`src/rtl/owb_pkg.sv`:
```
// ----------------------------------------------------------------------------
// owb_pkg
// Types and constants shared by the single-wire bus master modules.
// ----------------------------------------------------------------------------
package owb_pkg;

  // input beat kinds (tuser)
  localparam logic [1:0] FUNC_TICK  = 2'd0;
  localparam logic [1:0] FUNC_RESET = 2'd1;
  localparam logic [1:0] FUNC_WRITE = 2'd2;
  localparam logic [1:0] FUNC_READ  = 2'd3;

  // configuration register indexes
  localparam int unsigned NUM_CFG = 7;
  localparam int unsigned CFG_IDX_W = 3;
  localparam logic [CFG_IDX_W-1:0] CFG_RESET_LOW     = 3'd0;
  localparam logic [CFG_IDX_W-1:0] CFG_PRESENCE_SMP  = 3'd1;
  localparam logic [CFG_IDX_W-1:0] CFG_RESET_REC     = 3'd2;
  localparam logic [CFG_IDX_W-1:0] CFG_BYTE_GAP      = 3'd3;
  localparam logic [CFG_IDX_W-1:0] CFG_WRITE_ZERO    = 3'd4;
  localparam logic [CFG_IDX_W-1:0] CFG_READ_SMP      = 3'd5;
  localparam logic [CFG_IDX_W-1:0] CFG_READ_REC      = 3'd6;

  localparam int unsigned US_W = 10;

  // fixed slot timing in microseconds
  localparam logic [US_W-1:0] RESET_PRE_US  = 10'd20;
  localparam logic [US_W-1:0] WRITE_ONE_LOW = 10'd1;
  localparam logic [US_W-1:0] WRITE_ONE_REL = 10'd120;
  localparam logic [US_W-1:0] WRITE_ZERO_REL = 10'd30;
  localparam logic [US_W-1:0] READ_LOW_US   = 10'd1;

  localparam logic [2:0] LAST_BIT = 3'd7;

  typedef enum logic [10:0] {
    PH_IDLE   = 11'b000_0000_0001,
    PH_RPRE   = 11'b000_0000_0010,
    PH_RLOW   = 11'b000_0000_0100,
    PH_RWAIT  = 11'b000_0000_1000,
    PH_RREC   = 11'b000_0001_0000,
    PH_GAP    = 11'b000_0010_0000,
    PH_WLOW   = 11'b000_0100_0000,
    PH_WREL   = 11'b000_1000_0000,
    PH_RDLOW  = 11'b001_0000_0000,
    PH_RDWAIT = 11'b010_0000_0000,
    PH_RDREC  = 11'b100_0000_0000
  } phase_t;

  typedef struct packed {
    logic [US_W-1:0] reset_low_us;
    logic [US_W-1:0] presence_sample_us;
    logic [US_W-1:0] reset_recovery_us;
    logic [US_W-1:0] byte_gap_us;
    logic [US_W-1:0] write_zero_low_us;
    logic [US_W-1:0] read_sample_us;
    logic [US_W-1:0] read_recovery_us;
  } cfg_t;

  typedef struct packed {
    phase_t          phase;
    logic [US_W-1:0] us_timer;
    logic [2:0]      bit_index;
    logic [7:0]      shift_reg;
    logic            presence;
    logic [1:0]      op_kind;
    logic [7:0]      rx_last;
  } eng_t;

  typedef struct packed {
    logic       drive_low;
    logic       busy_res;
    logic       done_res;
    logic       presence;
    logic [7:0] rx_byte;
    logic       cmd_rejected;
  } res_t;

  localparam int unsigned S_TDATA_W = 16;
  localparam int unsigned M_TDATA_W = 16;

endpackage

```
`src/rtl/owb_cfg.sv`:
```
// ----------------------------------------------------------------------------
// owb_cfg
// Timing register file; write-only, indexes past the last register ignored.
// ----------------------------------------------------------------------------
module owb_cfg (
  input  logic                          clk,
  input  logic                          rst,
  input  logic                          cfg_we,
  input  logic [owb_pkg::CFG_IDX_W-1:0] cfg_index,
  input  logic [owb_pkg::US_W-1:0]      cfg_data,
  output owb_pkg::cfg_t                 cfg
);
  import owb_pkg::*;

  always_ff @(posedge clk) begin
    if (rst) begin
      cfg.reset_low_us       <= 10'd750;
      cfg.presence_sample_us <= 10'd70;
      cfg.reset_recovery_us  <= 10'd410;
      cfg.byte_gap_us        <= 10'd90;
      cfg.write_zero_low_us  <= 10'd90;
      cfg.read_sample_us     <= 10'd10;
      cfg.read_recovery_us   <= 10'd55;
    end else if (cfg_we) begin
      case (cfg_index)
        CFG_RESET_LOW:    cfg.reset_low_us       <= cfg_data;
        CFG_PRESENCE_SMP: cfg.presence_sample_us <= cfg_data;
        CFG_RESET_REC:    cfg.reset_recovery_us  <= cfg_data;
        CFG_BYTE_GAP:     cfg.byte_gap_us        <= cfg_data;
        CFG_WRITE_ZERO:   cfg.write_zero_low_us  <= cfg_data;
        CFG_READ_SMP:     cfg.read_sample_us     <= cfg_data;
        CFG_READ_REC:     cfg.read_recovery_us   <= cfg_data;
        default: ;
      endcase
    end
  end

endmodule

```
`src/rtl/owb_step.sv`:
```
// ----------------------------------------------------------------------------
// owb_step
// Next-state logic for one beat: tick or command, including the short chain
// of zero-length phases that are passed through within the same beat.
// ----------------------------------------------------------------------------
module owb_step (
  input  owb_pkg::eng_t eng,
  input  owb_pkg::cfg_t cfg,
  input  logic [1:0]    func,
  input  logic [7:0]    tx_byte,
  input  logic          line_in,
  output owb_pkg::eng_t eng_next,
  output owb_pkg::res_t res
);
  import owb_pkg::*;

  // longest chain: reset pre-phase ends with zero low, wait and recovery times
  localparam int unsigned CHAIN = 4;

  function automatic logic [US_W-1:0] phase_len(eng_t s, cfg_t c);
    logic [US_W-1:0] len;
    len = '0;
    case (s.phase)
      PH_RPRE:   len = RESET_PRE_US;
      PH_RLOW:   len = c.reset_low_us;
      PH_RWAIT:  len = c.presence_sample_us;
      PH_RREC:   len = c.reset_recovery_us;
      PH_GAP:    len = c.byte_gap_us;
      PH_WLOW:   len = s.shift_reg[0] ? WRITE_ONE_LOW : c.write_zero_low_us;
      PH_WREL:   len = s.shift_reg[0] ? WRITE_ONE_REL : WRITE_ZERO_REL;
      PH_RDLOW:  len = READ_LOW_US;
      PH_RDWAIT: len = c.read_sample_us;
      PH_RDREC:  len = c.read_recovery_us;
      default:   len = '0;
    endcase
    return len;
  endfunction

  // end-of-phase action; the returned phase is the one to enter next
  function automatic eng_t phase_end(eng_t s, logic line);
    eng_t r;
    r = s;
    case (s.phase)
      PH_RPRE:  r.phase = PH_RLOW;
      PH_RLOW:  r.phase = PH_RWAIT;
      PH_RWAIT: begin
        r.presence = ~line;
        r.phase    = PH_RREC;
      end
      PH_RREC:  r.phase = PH_IDLE;
      PH_GAP:   r.phase = (s.op_kind == FUNC_WRITE) ? PH_WLOW : PH_RDLOW;
      PH_WLOW:  r.phase = PH_WREL;
      PH_WREL: begin
        if (s.bit_index == LAST_BIT) begin
          r.phase = PH_IDLE;
        end else begin
          r.bit_index = s.bit_index + 3'd1;
          r.shift_reg = s.shift_reg >> 1;
          r.phase     = PH_WLOW;
        end
      end
      PH_RDLOW: r.phase = PH_RDWAIT;
      PH_RDWAIT: begin
        if (line) begin
          r.shift_reg[s.bit_index] = 1'b1;
        end
        r.phase = PH_RDREC;
      end
      PH_RDREC: begin
        if (s.bit_index == LAST_BIT) begin
          r.rx_last = s.shift_reg;
          r.phase   = PH_IDLE;
        end else begin
          r.bit_index = s.bit_index + 3'd1;
          r.phase     = PH_RDLOW;
        end
      end
      default:  r.phase = PH_IDLE;
    endcase
    return r;
  endfunction

  eng_t            s;
  logic            entering;
  logic            done;
  logic            rejected;
  logic [US_W-1:0] len;

  always_comb begin
    s        = eng;
    entering = 1'b0;
    done     = 1'b0;
    rejected = 1'b0;
    len      = '0;

    if (func == FUNC_TICK) begin
      if (s.phase != PH_IDLE) begin
        if (s.us_timer != '0) begin
          s.us_timer = s.us_timer - 10'd1;
        end
        if (s.us_timer == '0) begin
          s        = phase_end(s, line_in);
          entering = 1'b1;
        end
      end
    end else if (s.phase != PH_IDLE) begin
      rejected = 1'b1;
    end else begin
      s.op_kind   = func;
      s.bit_index = '0;
      entering    = 1'b1;
      if (func == FUNC_RESET) begin
        s.phase = PH_RPRE;
      end else begin
        s.shift_reg = (func == FUNC_WRITE) ? tx_byte : 8'd0;
        s.phase     = PH_GAP;
      end
    end

    // pass through phases whose length is zero
    for (int k = 0; k < CHAIN; k++) begin
      if (entering) begin
        if (s.phase == PH_IDLE) begin
          s.us_timer = '0;
          done       = 1'b1;
          entering   = 1'b0;
        end else begin
          len        = phase_len(s, cfg);
          s.us_timer = len;
          if (len != '0) begin
            entering = 1'b0;
          end else begin
            s = phase_end(s, line_in);
          end
        end
      end
    end

    eng_next         = s;
    res.drive_low    = s.phase inside {PH_RLOW, PH_WLOW, PH_RDLOW};
    res.busy_res     = (s.phase != PH_IDLE);
    res.done_res     = done;
    res.presence     = s.presence;
    res.rx_byte      = s.rx_last;
    res.cmd_rejected = rejected;
  end

endmodule

```
`src/rtl/one_wire_bus_master_unit.sv`:
```
// ----------------------------------------------------------------------------
// one_wire_bus_master_unit
// Single-wire bus master: reset/presence, byte write and byte read slots,
// timed by microsecond tick beats.
// ----------------------------------------------------------------------------
//  channel   | dir | handshake            | payload
//  s_axis    | in  | tvalid/tready        | tuser: func[1:0]; tdata: tx_byte, line_in
//  m_axis    | out | tvalid/tready        | tdata: drive_low .. cmd_rejected
//  cfg       | in  | cfg_we (no back-off) | cfg_index, cfg_data
//
//  One beat in, one beat out; each accepted beat updates the state and
//  lands in the output register on the accepting edge.
//  A new beat is taken each cycle the output register is empty or drained.
//  rst (synchronous) returns to idle and restores default timing values.
//  A stalled output holds its beat and blocks input until taken.
// ----------------------------------------------------------------------------
module one_wire_bus_master_unit (
  input  logic                          clk,
  input  logic                          rst,
  input  logic                          s_axis_tvalid,
  output logic                          s_axis_tready,
  // [7:0] tx_byte, [8] line_in, [15:9] zero
  input  logic [owb_pkg::S_TDATA_W-1:0] s_axis_tdata,
  // [1:0] func
  input  logic [1:0]                    s_axis_tuser,
  output logic                          m_axis_tvalid,
  input  logic                          m_axis_tready,
  // [0] drive_low, [1] busy_res, [2] done_res, [3] presence,
  // [11:4] rx_byte, [12] cmd_rejected, [15:13] zero
  output logic [owb_pkg::M_TDATA_W-1:0] m_axis_tdata,
  input  logic                          cfg_we,
  input  logic [owb_pkg::CFG_IDX_W-1:0] cfg_index,
  input  logic [owb_pkg::US_W-1:0]      cfg_data
);
  import owb_pkg::*;

  cfg_t cfg;
  eng_t eng;
  eng_t eng_next;
  res_t res;
  logic s_fire;

  assign s_axis_tready = ~m_axis_tvalid | m_axis_tready;
  assign s_fire        = s_axis_tvalid & s_axis_tready;

  owb_cfg u_cfg (
    .clk       (clk),
    .rst       (rst),
    .cfg_we    (cfg_we),
    .cfg_index (cfg_index),
    .cfg_data  (cfg_data),
    .cfg       (cfg)
  );

  owb_step u_step (
    .eng      (eng),
    .cfg      (cfg),
    .func     (s_axis_tuser),
    .tx_byte  (s_axis_tdata[7:0]),
    .line_in  (s_axis_tdata[8]),
    .eng_next (eng_next),
    .res      (res)
  );

  always_ff @(posedge clk) begin
    if (rst) begin
      eng.phase     <= PH_IDLE;
      eng.us_timer  <= '0;
      eng.bit_index <= '0;
      eng.shift_reg <= '0;
      eng.presence  <= 1'b0;
      eng.op_kind   <= '0;
      eng.rx_last   <= '0;
    end else if (s_fire) begin
      eng <= eng_next;
    end
  end

  always_ff @(posedge clk) begin
    if (rst) begin
      m_axis_tvalid <= 1'b0;
    end else if (s_fire) begin
      m_axis_tvalid <= 1'b1;
    end else if (m_axis_tready) begin
      m_axis_tvalid <= 1'b0;
    end
  end

  always_ff @(posedge clk) begin
    if (s_fire) begin
      m_axis_tdata <= {3'b000, res.cmd_rejected, res.rx_byte, res.presence,
                       res.done_res, res.busy_res, res.drive_low};
    end
  end

  // a command beat while busy comes back flagged and leaves the state alone
  a_reject: assert property (@(posedge clk) disable iff (rst)
    s_fire && s_axis_tuser != FUNC_TICK && eng.phase != PH_IDLE
      |=> m_axis_tdata[12] && eng == $past(eng))
    else $error("busy command not rejected");

  // a tick while idle changes nothing
  a_idle_tick: assert property (@(posedge clk) disable iff (rst)
    s_fire && s_axis_tuser == FUNC_TICK && eng.phase == PH_IDLE
      |=> eng == $past(eng))
    else $error("idle tick altered state");

  // every active phase has time left to run
  a_timer: assert property (@(posedge clk) disable iff (rst)
    eng.phase != PH_IDLE |-> eng.us_timer != '0)
    else $error("active phase with zero timer");

  // a completion beat reports the master idle and released
  a_done: assert property (@(posedge clk) disable iff (rst)
    m_axis_tvalid && m_axis_tdata[2] |-> !m_axis_tdata[1] && !m_axis_tdata[0])
    else $error("done beat while busy");

  // state moves only on an accepted beat
  a_hold: assert property (@(posedge clk) disable iff (rst)
    !s_fire |=> eng == $past(eng))
    else $error("state changed without a beat");

endmodule

```
`config.mk`:
```
export PLATFORM = sky130hd
export DESIGN_NAME = one_wire_bus_master_unit
export DESIGN_NICKNAME = d
export VERILOG_FILES = /design/src/rtl/owb_pkg.sv /design/src/rtl/owb_cfg.sv /design/src/rtl/owb_step.sv /design/src/rtl/one_wire_bus_master_unit.sv
export SDC_FILE = /design/constraint.sdc
export NUM_CORES = 1
export LEC_CHECK = 0
export ABC_CLOCK_PERIOD_IN_PS = 20800
export BUFFER_PORTS_ARGS = -buffer_cell sky130_fd_sc_hd__buf_2
export CORE_ASPECT_RATIO = 1.2
export CORE_MARGIN = 2
export CORE_UTILIZATION = 35
export DETAILED_ROUTE_END_ITERATION = 10
export GPL_TIMING_DRIVEN = 0
export HOLD_SLACK_MARGIN = 0.03
export REMOVE_ABC_BUFFERS = 1
export SLEW_MARGIN = 20
export SYNTH_ARGS = -nofsm -noshare
export SYNTH_HDL_FRONTEND = slang
export SYNTH_SLANG_ARGS = --single-unit
export TNS_END_PERCENT = 5
```
`constraint.sdc`:
```
create_clock -name clk -period 20.8 [get_ports clk]
set_input_delay 2.08 -clock clk [delete_from_list [all_inputs] [get_ports clk]]
set_output_delay 2.08 -clock clk [all_outputs]
set_load 0.02 [all_outputs]
```
==> flow_summary.yaml <==
critical_path:
  rr_startpoint: "eng[22]"
  criticalPathCategory: "input port to flip-flop"
  regToRegSetupSlack_ns: 9.46
  cp_data_required_time_ns: 21.13
  critPathLaunchType: "input port"
  reg2regPathDepth: 25
  cp-end-kind: "flip-flop"
  arrival_ns: 11.76
  r2r-end: "eng[31]"
  cp_max_fo: 15
synth:
  synth_top_area_share_pct: 23.1
  syn_inst: 1369
  synth_edf_count: 13
  synth_area_leaders: "dfxtp_1 23%, nand2_1 9.5%, a21oi_1 6.0%"
  netlist_area_sq_um: 9870
  synth-seq-cells: 127
  yosysSeqAreaShare_pct: 27.1
  yosysUniqueCellTypes: 100
  synth_top_area_cell: "dfxtp_1"
  synthFlopType: "dfxtp_1"
  yosysWarnings: 0
  async_reset_ff_share_pct: 0
  avgSynthCellArea_sq_um: 7.21
clock_tree:
  ctsHoldBuffers: 0
  cts_buffers: 17
  root_buffer: "clkbuf_16"
  cts_resized: 0
  cts.clk_slew.worst_paths_ns: 0.07
  cts_tree: "done"
  cts.sinks: 127
  clockBufferDepth: 2
  insertion_delay_ns: 0.44
  post_cts_buffers: 0
  h-tree-depth: 4
pwr:
  p_sw_share_pct: 48.2
  p_per_area_nw_per_um2: 108
  p_sw_mw: 0.571
  p_int_mw: 0.614
  peakVddDrop_v: 0.0000455
  p_leak_nw: 3.98
  p_clk_share_pct: 27.6
  p_comb_share_pct: 47.7
  seqPwrFrac_pct: 24.7
sta:
  final-max-slew-violation-count: 0
  finalCritPeriodShare_pct: 54.9
  final_hold_viol_count: 0
  relSlewSlack_pct: 22.7
  setup_violations: 0
  worstMarginPinSlew_ns: 1.13
  max_freq_mhz: 87.5
  clock_skew_ns: 0.0104
  min_period_ns: 11.43
  fin_tns_setup_ns: 0
  rsz0062_at_grt: "no"
finish:
  area_growth_pct: 11.7
  drive_gt1_share_pct: 11.1
  layout_commonest_cell: "nand2_1"
  final_cells: 1753
  finish.net_count: 1401
  fillers: 3001
  final_cell_mix: "249 x nand2_1, 118 x a21oi_1, 114 x nor2_1, 114 x dfxtp_1, 62 x nand3_1"
  diodes: 0
detailed_routing:
  wire_per_inst_um: 24.7
  vias_per_cell: 6.38
  first_pass_iters: 6
  drtIter0Drc: 1484
  drcViolationCount: 0
  drtAntennaViolNets: 0
  drt_wl_total_um: 43400
  vias: 11200
die:
  die-area_sq_um: 29600
  rows: 67
  die_h_um: 188
  start_util_pct: 35.5
  fp.coreArea_sq_um: 27800
  die_w_um: 157
  ios: 54
global_route:
  grt_overflow: 0
  antenna_found_initial: 0
  grt_pass1_wl_um: 64900
  grt_use_total_pct: 29.0
  grt_pass1_vias: 10300
  grt_max_degree: 49
hold_path:
  hp-class: "flip-flop to flip-flop"
  worstHoldPathCells: 2
  hold_start: "u_cfg.cfg[30]"
  min_to: "u_cfg.cfg[30]"
place:
  globalplace.congestion: 1.00
  portBuffers: 43
  place_inst: 1721
  dp_hpwl_um: 33300
run:
  maxCapViolCount: 0
status:
  status: "complete, no violations"
==> per-stage QoR <==
| stage | hold slack (ns) | cell area [sq um] | setup WS (ns) | util [%] | total power, mW |
|---|---|---|---|---|---|
| 2_1_floorplan | 0.421 | 9540 | 11.75 | - | 0.653 |
| 3_3_place_gp | 0.438 | 10200 | 8.44 | 36.7 | 0.835 |
| 3_5_place_dp | 0.443 | 10400 | 9.22 | 37.3 | 0.841 |
| 4_1_cts | 0.454 | 11000 | 9.71 | 39.5 | 1.17 |
| 5_1_grt | 0.466 | 11000 | 8.91 | 39.6 | 1.23 |
| 6_report | 0.453 | 11000 | 9.37 | 39.6 | 1.19 |
==> registers in the layout, summed over array words and instances, names as in the netlist <==
signal / count
u_cfg.cfg: 70
m_axis_tvalid: 1
m_axis_tdata: 13
eng: 43
==> layout make-up <==
class / instances / area, sq um / share of cell area, %
clock buffer: 18 / 450 / 4.09
clock inverter: 14 / 168 / 1.52
inverter: 26 / 98.8 / 0.897
multi-input combinational: 1137 / 6820 / 61.9
sequential: 127 / 2670 / 24.3
tap: 379 / 474 / 4.30
timing repair buffer: 52 / 332 / 3.01
==> cell usage after synthesis, types with 5 or more instances <==
cell type and instances:
nand4_1 21, a32oi_1 7, a21o_1 10, a31oi_1 15, nand2_1 249, a222oi_1 8
a22o_1 6, and4_1 8, nor2b_1 15, buf_4 5, and2_1 15, nor2_1 114
o21a_1 7, a221oi_1 13, dfxtp_1 114, and3_1 15, o211ai_1 12, nand4b_1 5
nor4b_1 8, nor4_1 32, mux2i_1 40, inv_1 25, o22ai_1 5, edfxtp_1 13
xnor2_1 8, nor3b_1 11, buf_1 6, o21ai_0 53, a211oi_1 18, or3_1 10
nand2b_1 10, o21ai_1 13, or4_1 11, nor3_1 57, o221ai_1 7, or2_2 15
a21oi_1 118, o31ai_1 6, a22oi_1 13, a221o_1 6, a21boi_0 12, nand3_1 62
clkbuf_1 61, mux2_2 12, buf_2 8
==> worst max-delay path, stage by stage <==
cell and delay, ns:
buf_2 0.19, or2_2 0.47, nor4_4 0.51, a211oi_1 0.20
nor3_2 0.85, nor3_2 0.31, buf_4 0.28, a221o_1 0.46
or4_4 0.61, nor3_1 0.35, and4_1 0.68, mux2i_1 0.79
nor2_1 0.20, a221oi_1 0.44, o21ai_0 0.28, nor4_1 0.54
nand3_1 0.29, or4_1 0.60, a31oi_1 0.81, a31oi_2 0.37
o221ai_1 0.24, o21ba_1 0.17
==> metal layers <==
layer	vias to the layer above	routed length [um]	part of all wire (%)	track usage, %
met5	-	0	0	0
li1	5119	-	-	-
met2	608	20300	47	47.6
met1	5311	17300	40	36.6
met4	0	2550	5.9	15.1
met3	146	3190	7.4	4.28
==> worst max path at each step <==
| stage | start | depth (start not counted) | slack (ns) | to |
|---|---|---|---|---|
| 4_1_cts | s_axis_tuser[1] | 22 | 9.71 | eng[31] |
| 3_3_place_gp | s_axis_tuser[1] | 20 | 8.44 | eng[6] |
| 5_1_grt | eng[22] | 25 | 8.91 | eng[31] |
| 3_5_place_dp | s_axis_tuser[1] | 22 | 9.22 | eng[31] |
| 2_1_floorplan | s_axis_tuser[1] | 20 | 11.75 | m_axis_tdata[2] |
| 6_report | s_axis_tuser[1] | 22 | 9.37 | eng[31] |
==> power by group through the flow <==
| stage | logic [mW] | clock network [mW] | registers, mW |
|---|---|---|---|
| 2_1_floorplan | 0.362 | 0 | 0.290 |
| 3_3_place_gp | 0.537 | 0 | 0.297 |
| 3_5_place_dp | 0.544 | 0 | 0.297 |
| 4_1_cts | 0.546 | 0.330 | 0.292 |
| 5_1_grt | 0.599 | 0.339 | 0.295 |
| 6_report | 0.565 | 0.327 | 0.293 |
==> cell families after synthesis <==
| logic type | share of synthesized area [%] |
|---|---|
| multiplexers | 5.72 |
| XOR/XNOR | 1.07 |
| AO/OA/AOI/OAI | 26.1 |
| flip-flops | 27.1 |
| other | 0.0380 |
| AND/OR/NAND/NOR | 35.1 |
| adder cells (fa/ha/maj) | 0.507 |
| buffers and inverters | 4.44 |
(Power assumes the default switching activity.)
